## src/rtl/adsr_envelope_generator_macros.svh

```systemverilog
// Assertion helpers shared by the envelope generator modules.
// Both expect a clock named aclk and an active-low reset named aresetn in scope.
`ifndef ADSR_ENVELOPE_GENERATOR_MACROS_SVH
`define ADSR_ENVELOPE_GENERATOR_MACROS_SVH

// The consequent must hold in the same cycle as the antecedent.
`define ADSR_ASSERT_NOW(label, ante, cons, msg) \
    label: assert property (@(posedge aclk) disable iff (!aresetn) (ante) |-> (cons)) \
        else $error(msg);

// The consequent must hold in the cycle after the antecedent.
`define ADSR_ASSERT_NEXT(label, ante, cons, msg) \
    label: assert property (@(posedge aclk) disable iff (!aresetn) (ante) |=> (cons)) \
        else $error(msg);

`endif

```

## src/rtl/adsr_pkg.sv

```systemverilog
`timescale 1ns / 1ps

package adsr_pkg;

    localparam int TICK_BITS     = 24;
    localparam int CFG_DATA_BITS = 24;
    localparam int CFG_ADDR_BITS = 3;
    localparam int FUNC_BITS     = 2;

    localparam logic [CFG_ADDR_BITS-1:0] CFG_ATTACK  = 3'd0;
    localparam logic [CFG_ADDR_BITS-1:0] CFG_DECAY   = 3'd1;
    localparam logic [CFG_ADDR_BITS-1:0] CFG_RELEASE = 3'd2;
    localparam logic [CFG_ADDR_BITS-1:0] CFG_SUSTAIN = 3'd3;
    localparam logic [CFG_ADDR_BITS-1:0] CFG_START   = 3'd4;

    localparam logic [TICK_BITS-1:0] ATTACK_RESET  = 24'd480;
    localparam logic [TICK_BITS-1:0] DECAY_RESET   = 24'd4800;
    localparam logic [TICK_BITS-1:0] RELEASE_RESET = 24'd4800;

    localparam logic [FUNC_BITS-1:0] FUNC_NOTE_ON  = 2'd1;
    localparam logic [FUNC_BITS-1:0] FUNC_NOTE_OFF = 2'd2;

    typedef enum logic [3:0] {
        OP_NONE,
        OP_ACCEPT,
        OP_DIFF,
        OP_CLASS,
        OP_MUL_ATK,
        OP_MUL_D1,
        OP_MUL_D2,
        OP_MUL_REL,
        OP_DIV_LOAD,
        OP_DIV_STEP,
        OP_SAT,
        OP_ZERO,
        OP_THR,
        OP_OUT
    } op_t;

    typedef enum logic [2:0] {
        PH_RAW,
        PH_NEG,
        PH_ATK,
        PH_DEC,
        PH_SUS
    } phase_t;

    typedef struct packed {
        op_t op;
    } cmd_t;

    typedef struct packed {
        phase_t phase;
        logic   gate;
        logic   rel_zero;
        logic   sat;
        logic   div_last;
        logic   out_free;
    } status_t;

endpackage

```

## src/rtl/adsr_ctrl.sv

```systemverilog
`timescale 1ns / 1ps
`include "adsr_envelope_generator_macros.svh"

module adsr_ctrl (
    input  logic              aclk,
    input  logic              aresetn,
    input  logic              s_tvalid,
    output logic              s_tready,
    input  adsr_pkg::status_t status,
    output adsr_pkg::cmd_t    cmd
);

    typedef enum logic [12:0] {
        S_IDLE    = 13'b0000000000001,
        S_DIFF    = 13'b0000000000010,
        S_CLASS   = 13'b0000000000100,
        S_MUL_ATK = 13'b0000000001000,
        S_MUL_D1  = 13'b0000000010000,
        S_MUL_D2  = 13'b0000000100000,
        S_LD_LVL  = 13'b0000001000000,
        S_DIV_LVL = 13'b0000010000000,
        S_REL     = 13'b0000100000000,
        S_LD_REL  = 13'b0001000000000,
        S_DIV_REL = 13'b0010000000000,
        S_THR     = 13'b0100000000000,
        S_OUT     = 13'b1000000000000
    } state_t;

    state_t state_reg;
    state_t state_next;

    assign s_tready = (state_reg == S_IDLE);

    always_comb begin
        state_next = state_reg;
        cmd.op     = adsr_pkg::OP_NONE;
        case (state_reg)
            S_IDLE: begin
                if (s_tvalid) begin
                    cmd.op     = adsr_pkg::OP_ACCEPT;
                    state_next = S_DIFF;
                end
            end
            S_DIFF: begin
                cmd.op     = adsr_pkg::OP_DIFF;
                state_next = S_CLASS;
            end
            S_CLASS: begin
                cmd.op = adsr_pkg::OP_CLASS;
                case (status.phase)
                    adsr_pkg::PH_RAW: state_next = S_OUT;
                    adsr_pkg::PH_ATK: state_next = S_MUL_ATK;
                    adsr_pkg::PH_DEC: state_next = S_MUL_D1;
                    default:          state_next = S_REL;
                endcase
            end
            S_MUL_ATK: begin
                cmd.op     = adsr_pkg::OP_MUL_ATK;
                state_next = S_LD_LVL;
            end
            S_MUL_D1: begin
                cmd.op     = adsr_pkg::OP_MUL_D1;
                state_next = S_MUL_D2;
            end
            S_MUL_D2: begin
                cmd.op     = adsr_pkg::OP_MUL_D2;
                state_next = S_LD_LVL;
            end
            S_LD_LVL: begin
                cmd.op     = adsr_pkg::OP_DIV_LOAD;
                state_next = S_DIV_LVL;
            end
            S_DIV_LVL: begin
                cmd.op = adsr_pkg::OP_DIV_STEP;
                if (status.div_last) begin
                    state_next = S_REL;
                end
            end
            S_REL: begin
                if (status.gate) begin
                    state_next = S_THR;
                end else if (status.rel_zero) begin
                    cmd.op     = adsr_pkg::OP_ZERO;
                    state_next = S_THR;
                end else begin
                    cmd.op     = adsr_pkg::OP_MUL_REL;
                    state_next = S_LD_REL;
                end
            end
            S_LD_REL: begin
                if (status.sat) begin
                    cmd.op     = adsr_pkg::OP_SAT;
                    state_next = S_THR;
                end else begin
                    cmd.op     = adsr_pkg::OP_DIV_LOAD;
                    state_next = S_DIV_REL;
                end
            end
            S_DIV_REL: begin
                cmd.op = adsr_pkg::OP_DIV_STEP;
                if (status.div_last) begin
                    state_next = S_THR;
                end
            end
            S_THR: begin
                cmd.op     = adsr_pkg::OP_THR;
                state_next = S_OUT;
            end
            S_OUT: begin
                if (status.out_free) begin
                    cmd.op     = adsr_pkg::OP_OUT;
                    state_next = S_IDLE;
                end
            end
            default: begin
                state_next = S_IDLE;
            end
        endcase
    end

    always_ff @(posedge aclk) begin
        if (!aresetn) begin
            state_reg <= S_IDLE;
        end else begin
            state_reg <= state_next;
        end
    end

    `ADSR_ASSERT_NEXT(a_accept_starts, s_tvalid && s_tready, state_reg == S_DIFF, "accepted word did not start evaluation")
    `ADSR_ASSERT_NEXT(a_level_div_done, state_reg == S_DIV_LVL && status.div_last, state_reg == S_REL, "level division did not hand over to release")
    `ADSR_ASSERT_NEXT(a_rel_div_done, state_reg == S_DIV_REL && status.div_last, state_reg == S_THR, "release division did not finish")

endmodule

```

## src/rtl/adsr_dp.sv

```systemverilog
`timescale 1ns / 1ps
`include "adsr_envelope_generator_macros.svh"

module adsr_dp #(
    parameter int TIME_BITS  = 32,
    parameter int LEVEL_BITS = 16
) (
    input  logic                                 aclk,
    input  logic                                 aresetn,
    input  logic                                 cfg_wr_en,
    input  logic [adsr_pkg::CFG_ADDR_BITS-1:0]   cfg_addr,
    input  logic [adsr_pkg::CFG_DATA_BITS-1:0]   cfg_wdata,
    input  logic [((TIME_BITS+7)/8)*8-1:0]       s_tdata,
    input  logic [adsr_pkg::FUNC_BITS-1:0]       s_tuser,
    input  logic                                 m_tready,
    output logic                                 m_tvalid,
    output logic [((LEVEL_BITS+7)/8)*8-1:0]      m_tdata,
    output logic [0:0]                           m_tuser,
    input  adsr_pkg::cmd_t                       cmd,
    output adsr_pkg::status_t                    status
);

    localparam int KB       = adsr_pkg::TICK_BITS;
    localparam int MAXB     = (TIME_BITS > KB) ? TIME_BITS : KB;
    localparam int SW       = MAXB + 2;
    localparam int NB       = MAXB + 1;
    localparam int PB       = LEVEL_BITS + NB;
    localparam int CW       = $clog2(LEVEL_BITS);
    localparam int OUT_W    = ((LEVEL_BITS + 7) / 8) * 8;
    localparam int ZERO_MAX = (1 << LEVEL_BITS) / 10000;
    localparam logic [LEVEL_BITS-1:0] LEVEL_MAX = {LEVEL_BITS{1'b1}};
    localparam logic [LEVEL_BITS-1:0] SUS_RESET = {1'b1, {(LEVEL_BITS-1){1'b0}}};

    logic [KB-1:0]         attack_reg, attack_next;
    logic [KB-1:0]         decay_reg, decay_next;
    logic [KB-1:0]         release_reg, release_next;
    logic [LEVEL_BITS-1:0] sustain_reg, sustain_next;
    logic [LEVEL_BITS-1:0] start_reg, start_next;
    logic [TIME_BITS-1:0]  on_time_reg, on_time_next;
    logic [TIME_BITS-1:0]  off_time_reg, off_time_next;
    logic                  gate_reg, gate_next;
    logic                  m_tvalid_reg, m_tvalid_next;

    logic [TIME_BITS-1:0]  t_reg, t_next;
    logic signed [SW-1:0]  lt_reg, lt_next;
    logic signed [SW-1:0]  e_reg, e_next;
    logic signed [SW-1:0]  relnum_reg, relnum_next;
    logic [KB:0]           ad_reg, ad_next;
    logic                  fin_reg, fin_next;
    logic [KB-1:0]         d_reg, d_next;
    logic [KB-1:0]         dd_reg, dd_next;
    logic [LEVEL_BITS-1:0] amp_reg, amp_next;
    logic [PB-1:0]         prod_reg, prod_next;
    logic [PB-1:0]         acc_reg, acc_next;
    logic [KB-1:0]         den_reg, den_next;
    logic [KB-1:0]         div_rem_reg, div_rem_next;
    logic [LEVEL_BITS-1:0] div_low_reg, div_low_next;
    logic [CW-1:0]         cnt_reg, cnt_next;
    logic [LEVEL_BITS-1:0] m_amp_reg, m_amp_next;
    logic                  m_fin_reg, m_fin_next;

    logic signed [SW-1:0]  t_ext, on_ext, off_ext, a_ext, r_ext, ad_ext;
    logic signed [SW-1:0]  lt_diff, e_diff, d_full;
    logic [TIME_BITS-1:0]  s_time;
    logic [LEVEL_BITS-1:0] mul_a;
    logic [NB-1:0]         mul_b;
    logic [PB-1:0]         mul_p;
    logic [PB-1:0]         div_sum;
    logic [PB-1:0]         rel_lim;
    logic [KB+1:0]         trial;
    logic                  q_bit;
    logic [LEVEL_BITS-1:0] low_shift;
    adsr_pkg::phase_t      phase;

    assign s_time  = s_tdata[TIME_BITS-1:0];
    assign t_ext   = $signed({{(SW-TIME_BITS){1'b0}}, t_reg});
    assign on_ext  = $signed({{(SW-TIME_BITS){1'b0}}, on_time_reg});
    assign off_ext = $signed({{(SW-TIME_BITS){1'b0}}, off_time_reg});
    assign a_ext   = $signed({{(SW-KB){1'b0}}, attack_reg});
    assign r_ext   = $signed({{(SW-KB){1'b0}}, release_reg});
    assign ad_ext  = $signed({{(SW-KB-1){1'b0}}, ad_reg});
    assign lt_diff = t_ext - on_ext;
    assign e_diff  = t_ext - off_ext;
    assign d_full  = lt_reg - a_ext;

    always_comb begin
        if (lt_reg <= a_ext) begin
            if (attack_reg == '0) begin
                phase = adsr_pkg::PH_RAW;
            end else if (lt_reg[SW-1]) begin
                phase = adsr_pkg::PH_NEG;
            end else begin
                phase = adsr_pkg::PH_ATK;
            end
        end else if (lt_reg <= ad_ext) begin
            phase = adsr_pkg::PH_DEC;
        end else begin
            phase = adsr_pkg::PH_SUS;
        end
    end

    always_comb begin
        case (cmd.op)
            adsr_pkg::OP_MUL_ATK: begin
                mul_a = start_reg;
                mul_b = {{(NB-KB){1'b0}}, lt_reg[KB-1:0]};
            end
            adsr_pkg::OP_MUL_D1: begin
                mul_a = sustain_reg;
                mul_b = {{(NB-KB){1'b0}}, d_reg};
            end
            adsr_pkg::OP_MUL_REL: begin
                mul_a = amp_reg;
                mul_b = relnum_reg[NB-1:0];
            end
            default: begin
                mul_a = start_reg;
                mul_b = {{(NB-KB){1'b0}}, dd_reg};
            end
        endcase
    end

    assign mul_p     = mul_a * mul_b;
    assign div_sum   = acc_reg + prod_reg;
    assign rel_lim   = {{(PB-KB-LEVEL_BITS){1'b0}}, release_reg, {LEVEL_BITS{1'b0}}};
    assign trial     = {1'b0, div_rem_reg, div_low_reg[LEVEL_BITS-1]} - {2'b00, den_reg};
    assign q_bit     = !trial[KB+1];
    assign low_shift = {div_low_reg[LEVEL_BITS-2:0], q_bit};

    assign status.phase    = phase;
    assign status.gate     = gate_reg;
    assign status.rel_zero = (release_reg == '0) || relnum_reg[SW-1] || (relnum_reg == '0);
    assign status.sat      = (prod_reg >= rel_lim);
    assign status.div_last = (cnt_reg == CW'(LEVEL_BITS - 1));
    assign status.out_free = !m_tvalid_reg || m_tready;

    always_comb begin
        attack_next   = attack_reg;
        decay_next    = decay_reg;
        release_next  = release_reg;
        sustain_next  = sustain_reg;
        start_next    = start_reg;
        on_time_next  = on_time_reg;
        off_time_next = off_time_reg;
        gate_next     = gate_reg;
        m_tvalid_next = m_tvalid_reg && !m_tready;
        t_next        = t_reg;
        lt_next       = lt_reg;
        e_next        = e_reg;
        relnum_next   = relnum_reg;
        ad_next       = ad_reg;
        fin_next      = fin_reg;
        d_next        = d_reg;
        dd_next       = dd_reg;
        amp_next      = amp_reg;
        prod_next     = prod_reg;
        acc_next      = acc_reg;
        den_next      = den_reg;
        div_rem_next  = div_rem_reg;
        div_low_next  = div_low_reg;
        cnt_next      = cnt_reg;
        m_amp_next    = m_amp_reg;
        m_fin_next    = m_fin_reg;

        if (cfg_wr_en) begin
            case (cfg_addr)
                adsr_pkg::CFG_ATTACK:  attack_next  = cfg_wdata[KB-1:0];
                adsr_pkg::CFG_DECAY:   decay_next   = cfg_wdata[KB-1:0];
                adsr_pkg::CFG_RELEASE: release_next = cfg_wdata[KB-1:0];
                adsr_pkg::CFG_SUSTAIN: sustain_next = cfg_wdata[LEVEL_BITS-1:0];
                adsr_pkg::CFG_START:   start_next   = cfg_wdata[LEVEL_BITS-1:0];
                default: begin
                end
            endcase
        end

        case (cmd.op)
            adsr_pkg::OP_ACCEPT: begin
                t_next = s_time;
                case (s_tuser)
                    adsr_pkg::FUNC_NOTE_ON: begin
                        on_time_next = s_time;
                        gate_next    = 1'b1;
                    end
                    adsr_pkg::FUNC_NOTE_OFF: begin
                        off_time_next = s_time;
                        gate_next     = 1'b0;
                    end
                    default: begin
                    end
                endcase
            end
            adsr_pkg::OP_DIFF: begin
                lt_next  = lt_diff;
                e_next   = e_diff;
                fin_next = !gate_reg && (e_diff > r_ext);
                ad_next  = {1'b0, attack_reg} + {1'b0, decay_reg};
            end
            adsr_pkg::OP_CLASS: begin
                d_next      = d_full[KB-1:0];
                relnum_next = r_ext - e_reg;
                case (phase)
                    adsr_pkg::PH_RAW: amp_next = start_reg;
                    adsr_pkg::PH_NEG: amp_next = '0;
                    adsr_pkg::PH_SUS: amp_next = sustain_reg;
                    default: begin
                    end
                endcase
            end
            adsr_pkg::OP_MUL_ATK: begin
                prod_next = mul_p;
                acc_next  = '0;
                den_next  = attack_reg;
            end
            adsr_pkg::OP_MUL_D1: begin
                prod_next = mul_p;
                dd_next   = decay_reg - d_reg;
            end
            adsr_pkg::OP_MUL_D2: begin
                acc_next  = prod_reg;
                prod_next = mul_p;
                den_next  = decay_reg;
            end
            adsr_pkg::OP_MUL_REL: begin
                prod_next = mul_p;
                acc_next  = '0;
                den_next  = release_reg;
            end
            adsr_pkg::OP_DIV_LOAD: begin
                div_rem_next = div_sum[LEVEL_BITS +: KB];
                div_low_next = div_sum[LEVEL_BITS-1:0];
                cnt_next     = '0;
            end
            adsr_pkg::OP_DIV_STEP: begin
                if (q_bit) begin
                    div_rem_next = trial[KB-1:0];
                end else begin
                    div_rem_next = {div_rem_reg[KB-2:0], div_low_reg[LEVEL_BITS-1]};
                end
                div_low_next = low_shift;
                cnt_next     = cnt_reg + 1'b1;
                if (status.div_last) begin
                    amp_next = low_shift;
                end
            end
            adsr_pkg::OP_SAT: begin
                amp_next = LEVEL_MAX;
            end
            adsr_pkg::OP_ZERO: begin
                amp_next = '0;
            end
            adsr_pkg::OP_THR: begin
                if (amp_reg <= LEVEL_BITS'(ZERO_MAX)) begin
                    amp_next = '0;
                end
            end
            adsr_pkg::OP_OUT: begin
                m_amp_next    = amp_reg;
                m_fin_next    = fin_reg;
                m_tvalid_next = 1'b1;
            end
            default: begin
            end
        endcase
    end

    always_ff @(posedge aclk) begin
        if (!aresetn) begin
            attack_reg   <= adsr_pkg::ATTACK_RESET;
            decay_reg    <= adsr_pkg::DECAY_RESET;
            release_reg  <= adsr_pkg::RELEASE_RESET;
            sustain_reg  <= SUS_RESET;
            start_reg    <= LEVEL_MAX;
            on_time_reg  <= '0;
            off_time_reg <= '0;
            gate_reg     <= 1'b0;
            m_tvalid_reg <= 1'b0;
        end else begin
            attack_reg   <= attack_next;
            decay_reg    <= decay_next;
            release_reg  <= release_next;
            sustain_reg  <= sustain_next;
            start_reg    <= start_next;
            on_time_reg  <= on_time_next;
            off_time_reg <= off_time_next;
            gate_reg     <= gate_next;
            m_tvalid_reg <= m_tvalid_next;
        end
    end

    always_ff @(posedge aclk) begin
        t_reg       <= t_next;
        lt_reg      <= lt_next;
        e_reg       <= e_next;
        relnum_reg  <= relnum_next;
        ad_reg      <= ad_next;
        fin_reg     <= fin_next;
        d_reg       <= d_next;
        dd_reg      <= dd_next;
        amp_reg     <= amp_next;
        prod_reg    <= prod_next;
        acc_reg     <= acc_next;
        den_reg     <= den_next;
        div_rem_reg <= div_rem_next;
        div_low_reg <= div_low_next;
        cnt_reg     <= cnt_next;
        m_amp_reg   <= m_amp_next;
        m_fin_reg   <= m_fin_next;
    end

    assign m_tvalid   = m_tvalid_reg;
    assign m_tdata    = OUT_W'(m_amp_reg);
    assign m_tuser[0] = m_fin_reg;

    `ADSR_ASSERT_NOW(a_out_free, cmd.op == adsr_pkg::OP_OUT, !m_tvalid_reg || m_tready, "pending output word overwritten")
    `ADSR_ASSERT_NEXT(a_note_on, cmd.op == adsr_pkg::OP_ACCEPT && s_tuser == adsr_pkg::FUNC_NOTE_ON, gate_reg && on_time_reg == $past(s_time), "note-on not recorded")
    `ADSR_ASSERT_NEXT(a_threshold, cmd.op == adsr_pkg::OP_THR, amp_reg == '0 || amp_reg > LEVEL_BITS'(ZERO_MAX), "level below threshold not cleared")

endmodule

```

## src/rtl/adsr_envelope_generator.sv

```systemverilog
`timescale 1ns / 1ps
// Channel   Direction  Handshake           Contents
// s_        in         s_tvalid/s_tready   tdata: time_req; tuser: func
// m_        out        m_tvalid/m_tready   tdata: amplitude; tuser: finished
// cfg_      in         cfg_wr_en           cfg_addr register index, cfg_wdata value
//
// One word is evaluated at a time by a shared multiplier and a one-bit-per-cycle divider.
// A start level returned raw passes the diff, classify and output states; a level that
// needs no division with the gate on also passes the release check and the threshold; the
// longest path runs both a level division and a release division.
// A finished word waits in the output register while the next word is accepted; while
// that register is still full, the next word holds in its last state and the input stalls.
// Reset is synchronous and active low; it restores the register defaults and the gate.

module adsr_envelope_generator #(
    parameter int TIME_BITS  = 32,
    parameter int LEVEL_BITS = 16
) (
    input  logic                                aclk,
    input  logic                                aresetn,
    input  logic                                cfg_wr_en,
    input  logic [adsr_pkg::CFG_ADDR_BITS-1:0]  cfg_addr,
    input  logic [adsr_pkg::CFG_DATA_BITS-1:0]  cfg_wdata,
    input  logic                                s_tvalid,
    output logic                                s_tready,
    input  logic [((TIME_BITS+7)/8)*8-1:0]      s_tdata,   // time_req
    input  logic [adsr_pkg::FUNC_BITS-1:0]      s_tuser,   // func
    output logic                                m_tvalid,
    input  logic                                m_tready,
    output logic [((LEVEL_BITS+7)/8)*8-1:0]     m_tdata,   // amplitude
    output logic [0:0]                          m_tuser    // finished
);

    adsr_pkg::cmd_t    cmd;
    adsr_pkg::status_t status;

    adsr_ctrl u_ctrl (
        .aclk     (aclk),
        .aresetn  (aresetn),
        .s_tvalid (s_tvalid),
        .s_tready (s_tready),
        .status   (status),
        .cmd      (cmd)
    );

    adsr_dp #(
        .TIME_BITS  (TIME_BITS),
        .LEVEL_BITS (LEVEL_BITS)
    ) u_dp (
        .aclk      (aclk),
        .aresetn   (aresetn),
        .cfg_wr_en (cfg_wr_en),
        .cfg_addr  (cfg_addr),
        .cfg_wdata (cfg_wdata),
        .s_tdata   (s_tdata),
        .s_tuser   (s_tuser),
        .m_tready  (m_tready),
        .m_tvalid  (m_tvalid),
        .m_tdata   (m_tdata),
        .m_tuser   (m_tuser),
        .cmd       (cmd),
        .status    (status)
    );

endmodule

```

## config.mk

```make
export PLATFORM = sky130hd
export DESIGN_NAME = adsr_envelope_generator
export DESIGN_NICKNAME = d
export VERILOG_FILES = /design/src/rtl/adsr_pkg.sv /design/src/rtl/adsr_ctrl.sv /design/src/rtl/adsr_dp.sv /design/src/rtl/adsr_envelope_generator.sv
export VERILOG_INCLUDE_DIRS = /design/src /design/src/rtl
export SDC_FILE = /design/constraint.sdc
export NUM_CORES = 2
export LEC_CHECK = 0
export BUFFER_PORTS_ARGS = -buffer_cell sky130_fd_sc_hd__buf_2
export CAP_MARGIN = 20
export CORE_MARGIN = 1.5
export CORE_UTILIZATION = 26
export DETAILED_ROUTE_END_ITERATION = 6
export PLACE_DENSITY = 0.51
export SLEW_MARGIN = 15
export SYNTH_ARGS = -nofsm -noshare
export SYNTH_HDL_FRONTEND = slang
export SYNTH_SLANG_ARGS = --single-unit
export TNS_END_PERCENT = 5
```

## constraint.sdc

```tcl
create_clock -name aclk -period 37.2 [get_ports aclk]
set_input_delay 7.44 -clock aclk [delete_from_list [all_inputs] [get_ports aclk]]
set_output_delay 7.44 -clock aclk [all_outputs]
set_load 0.01 [all_outputs]
```

* Word level (Yosys, flattened, before mapping) *
Index checks and enable logic that the tools add are counted.

operators by class
  add/sub/neg operators = 9
  multipliers = 1
  div/mod/pow operators = 0
  $lt $le $gt $ge = 5
  equality and inequality tests = 44
  shift operators = 0
  multiplexer cells = 33
  bitwise logic cells = 0
  reduce and logical (&&, ||, !) cells = 33

operators by type and width
  operator            count
  $pmux 13 s12        1
  $pmux 33 s3         1
  $pmux 16 s5         1
  $pmux 40 s2         1
  $pmux 24 s3         1
  $sub 32x32->33      2
  $mux 13             5
  $pmux 16 s2         2
  $ge 49x40->1        1
  $mul 16x33->49      1
  $logic_not 24->1    2
  $pmux 16 s3         1
  $pmux 24 s2         1
  $pmux 4 s12         1
  $sub 24x24->24      2
  $add 40x40->40      1
  $pmux 13 s3         1
  $gt 34x25->1        1
  $logic_not 34->1    1
  $sub 25x34->34      1
  $le 33x25->1        1
  $le 33x26->1        1
  $mux 16             2
  $eq 4x4->1 const B  7
  other kinds (47)    86

storage, ports and cells
  bits in registers = 580
  bits in latches = 0
  memory bits (writable) = 0
  memory bits (read-only) = 0
  output and inout port bits = 19
  logic and storage cells = 152
  memories kept = 0

* Logic depth before layout (Yosys ltp) *
  word-level depth = 9
  gate-level depth with buffers = 39
  gate-level depth less buffers = 37

* By module *
From an unflattened synthesis, not the netlist that was laid out.

second synthesis, totals
  cell total of the unflattened synthesis = 5673
  area total of the unflattened synthesis = 51718.4 um2

by module, submodules not included
  module     times used  cells an instance  area each (um2)  sequential area each (um2)
  adsr_dp    1           5564               50846.3          15294.7
  adsr_ctrl  1           109                872.1            260.2

* Least setup slack after synthesis *
Ideal clock, no wire load.

  kind = input -> register
  from = input m_tready
  to = register u_dp.prod_reg[47] (data pin)
  setup time = 135 ps
  arrival = 17658 ps
  data required time = 37065 ps
  setup slack = 19406 ps
  cell stages on the path = 32
  cells stage by stage = nand2b_1 > and3_1 > clkbuf_1 > nor2_1 > nor4bb_1 > nor4_4 > o21ai_1 > buf_2 > o21ai_2 > clkbuf_1 > nand2_1 > fa_1 > inv_1 > fa_1 > fa_1 > fa_1 > fa_1 > inv_1 > fa_1 > inv_1 > ha_1 > a211oi_1 > o21ai_0 > a22oi_1 > o21ai_0 > a211oi_1 > a21oi_1 > a21oi_1 > nor3_1 > o22a_1 > or4b_2 > nand3_1

between the ends
  cells in the longest elaborated chain, start to end = 6
  elaborated cells on any way between the ends = 9
  classes of those cells = mul: 1; eq/ne: 3; mux: 4; reduce/logical: 1

ends and longest elaborated chain
  item                                               line                           text
  start, declared                                    adsr_envelope_generator.sv:29  input logic m_tready,
  $logic_or 1x1->1 (*)                               adsr_dp.sv:135                 assign status.out_free = !m_tvalid_reg || m_tready;
  $mux 4 (*)                                         adsr_ctrl.sv:110               if (status.out_free) begin
  $pmux 4 s12 (*)                                    adsr_ctrl.sv:37                case (state_reg)
  $eq 4x3->1                                         adsr_dp.sv:103                 case (cmd.op)
  $pmux 33 s3 / $pmux 16 s2 (equally long branches)  adsr_dp.sv:103
  $mul 16x33->49 (*)                                 adsr_dp.sv:123                 assign mul_p = mul_a * mul_b;
  net u_dp.mul_p[47]                                 adsr_dp.sv:67                  logic [PB-1:0] mul_p;
  end signal, assigned                               adsr_dp.sv:301                 prod_reg <= prod_next;
  end, declared                                      adsr_dp.sv:53                  logic [PB-1:0] prod_reg, prod_next;

The timed path passes the listed nets; every way through them passes the cells marked *.
A chain may end at the register's enable or synchronous reset.

* Worst setup path after layout *
Ends and elaborated chain as after synthesis.

==> qor.yml <==
outcome: "completed"
ctsLongestPathBuffers: 3
ff2ff_setup_slack_ns: 24.91
ys_ff_latch: 579
crit_buf_inv: 9
worstPathMaxFanout: 53
fin_skew_ns: 0.0608
syn_nets: 6438
fp.dieW_um: 445
crit_slowest_cell: "or4_1"
swShare: 0.386
syn-cell-area_um2: 50700
regArea_um2: 15600
reg2reg_depth: 36
layout.nets: 6476
cts_root_buf: "clkbuf_16"
ys.flop_type: "edfxtp_1"
cts_setup_buffers: 0
setup_viol: 0
grt_pass1_wl_um: 257000
yosys.area.top_type: "edfxtp_1"
cp.arrival_ns: 18.20
placedInstanceArea_um2: 54200
tightest_slew_ns: 1.19
p_comb_frac: 0.420
worstSetupPathDepth: 33
fin_ws_ns: 19.56
placed_cells: 8003
synth_edf_count: 396
fp.dieH_um: 445
fin_crit_ns: 17.64
io_buffers: 84
grt_use_total: 0.173
wl_per_cell_um: 21.2
finalWeightedCongestion: 0.962
ioPinCount: 85
post-place-ws_ns: 18.87
setup-tns-final_ns: 0
netlist_instances: 5513
cts_buffers: 71
path_clk_slew_ns: 0.06
required_ns: 37.76
drt-vias-per-instance: 4.90
rows: 161
hold_path_depth: 2
min_period_over_period: 0.474
fillCellCount: 20300
hold_buffers: 0
largest_register_ffs: 49
startpoint_type: "input pin"
yosys_warnings: 0
drive_gt1_frac: 0.0583
h-tree-depth: 3
hold_violations: 0
drtIter0Drc: 3383
power_frac_seq: 0.298
critPathCaptureType: "flip-flop"
tritoncts: "done"
cpPeakStageDelay_ns: 0.64
grt_overflow: 0
async_flop_share: 0
final_cell_area_um2: 56600
first_global_vias: 39700
ant_nets: 0
synth-seq-area-share: 0.307
powerDensity_nw_per_um2: 45.1
drt-total-wl_um: 173000
p_sw_mw: 0.986
synth_cell_types: 80
initial_core_util: 0.262
ys_top_cells_by_area: "edfxtp_1 23%, fa_1 17%, ha_1 10%"
critPathMostFrequentCell: "fa_1"
hold_slack_ns: 0.461
final_cell_mix: "835 x nand2_1, 774 x inv_1, 440 x fa_1"
dr.pass1.iters: 6
p_int_mw: 1.57
p_leak_nw: 24.6
cts_resized: 0
maxCapViolCount: 0
layout_commonest_cell: "nand2_1"
hpwlAfterDp_um: 138000
route.detailed.drc: 0
clk_latency_ns: 0.70
maxSlewViolCount: 0
peakVddDrop_mv: 0.0717
multi_input_area_um2: 31600
antenna_found_initial: 6
crit_type: "in2reg"
cts_sinks: 579
area_growth_pct: 11.7
syn_avg_cell_area_um2: 9.20
hp-class: "reg2reg"
core_area_um2: 193000
rsz0062_at_grt: "false"
die-area_um2: 198000
power_frac_clock: 0.282
cpLargestDelayFamily: "adder cells"
finalNonFillerCells: 8138
num_vias: 39800
timing.fmax_mhz: 56.7
grt_max_degree: 81
synthDominantCellAreaShare: 0.235
maxSlewHeadroom: 0.198
synthesized netlist by cell type, drive strengths merged (64+ instances only):
cell / instances
xor2: 79
nor2: 405
fa: 440
a21oi: 238
edfxtp: 396
a21o: 140
ha: 419
clkbuf: 144
nand2: 835
nand3: 86
dfxtp: 183
xnor2: 156
inv: 775
and2: 64
a21boi: 146
o21ai: 210
o21a: 98
power by group through the flow:
stage | Clock, mW | Combinational [mW] | Sequential (mW)
2_1_floorplan | 0 | 0.743 | 0.768
3_3_place_gp | 0 | 1.05 | 0.775
3_5_place_dp | 0 | 1.06 | 0.775
4_1_cts | 0.738 | 1.07 | 0.761
5_1_grt | 0.759 | 1.20 | 0.762
6_report | 0.720 | 1.07 | 0.761
per-layer routing:
layer  global-route usage  vias up  wire (um)
met5                    0        -          0
met4               0.0618        0       6790
met2                0.278     1253      77700
met3               0.0205      275       9830
li1                     -    18500          -
met1                0.240    19800      78300
worst reg2reg max path: cells and delay by family (launching register included):
kind	cells	cell delay, ns
AO/OA/AOI/OAI	13	5.11
adder cells (fa/ha/maj)	8	3.85
buffers and inverters	6	0.99
flip-flops	1	0.47
AND/OR/NAND/NOR	9	1.75
cell families after synthesis:
group                    Yosys count  share of synthesized area
AND/OR/NAND/NOR                 1728                      0.151
flip-flops                       579                      0.307
XOR/XNOR                         235                     0.0406
AO/OA/AOI/OAI                   1131                      0.149
multiplexers                      13                    0.00264
buffers and inverters            968                     0.0727
adder cells (fa/ha/maj)          859                      0.277
layout make-up:
| type | count | share of cell area |
|---|---|---|
| clock buffers | 97 | 0.0354 |
| inverters | 775 | 0.0514 |
| repair buffers | 158 | 0.0174 |
| diodes | 2 | 0.0000883 |
| multi-input cells | 3966 | 0.558 |
| clock inverters | 35 | 0.00758 |
| well taps | 2526 | 0.0558 |
| flip-flops and latches | 579 | 0.275 |
stage by stage:
step	total power [mW]	utilization
final	2.55	0.293
after global routing	2.72	0.293
after CTS	2.56	0.293
after detailed placement	1.83	0.280
after global placement	1.83	0.280
after floorplan	1.51	-
path summary, 6_finish.rpt:
check                       start                   end
min reg2reg  u_dp.off_time_reg[8]  u_dp.off_time_reg[8]
max reg2reg   u_dp.release_reg[1]     u_dp.prod_reg[47]
min          u_dp.off_time_reg[8]  u_dp.off_time_reg[8]
max                      m_tready     u_dp.prod_reg[47]
Note: power is estimated with default switching activity, not from simulation.
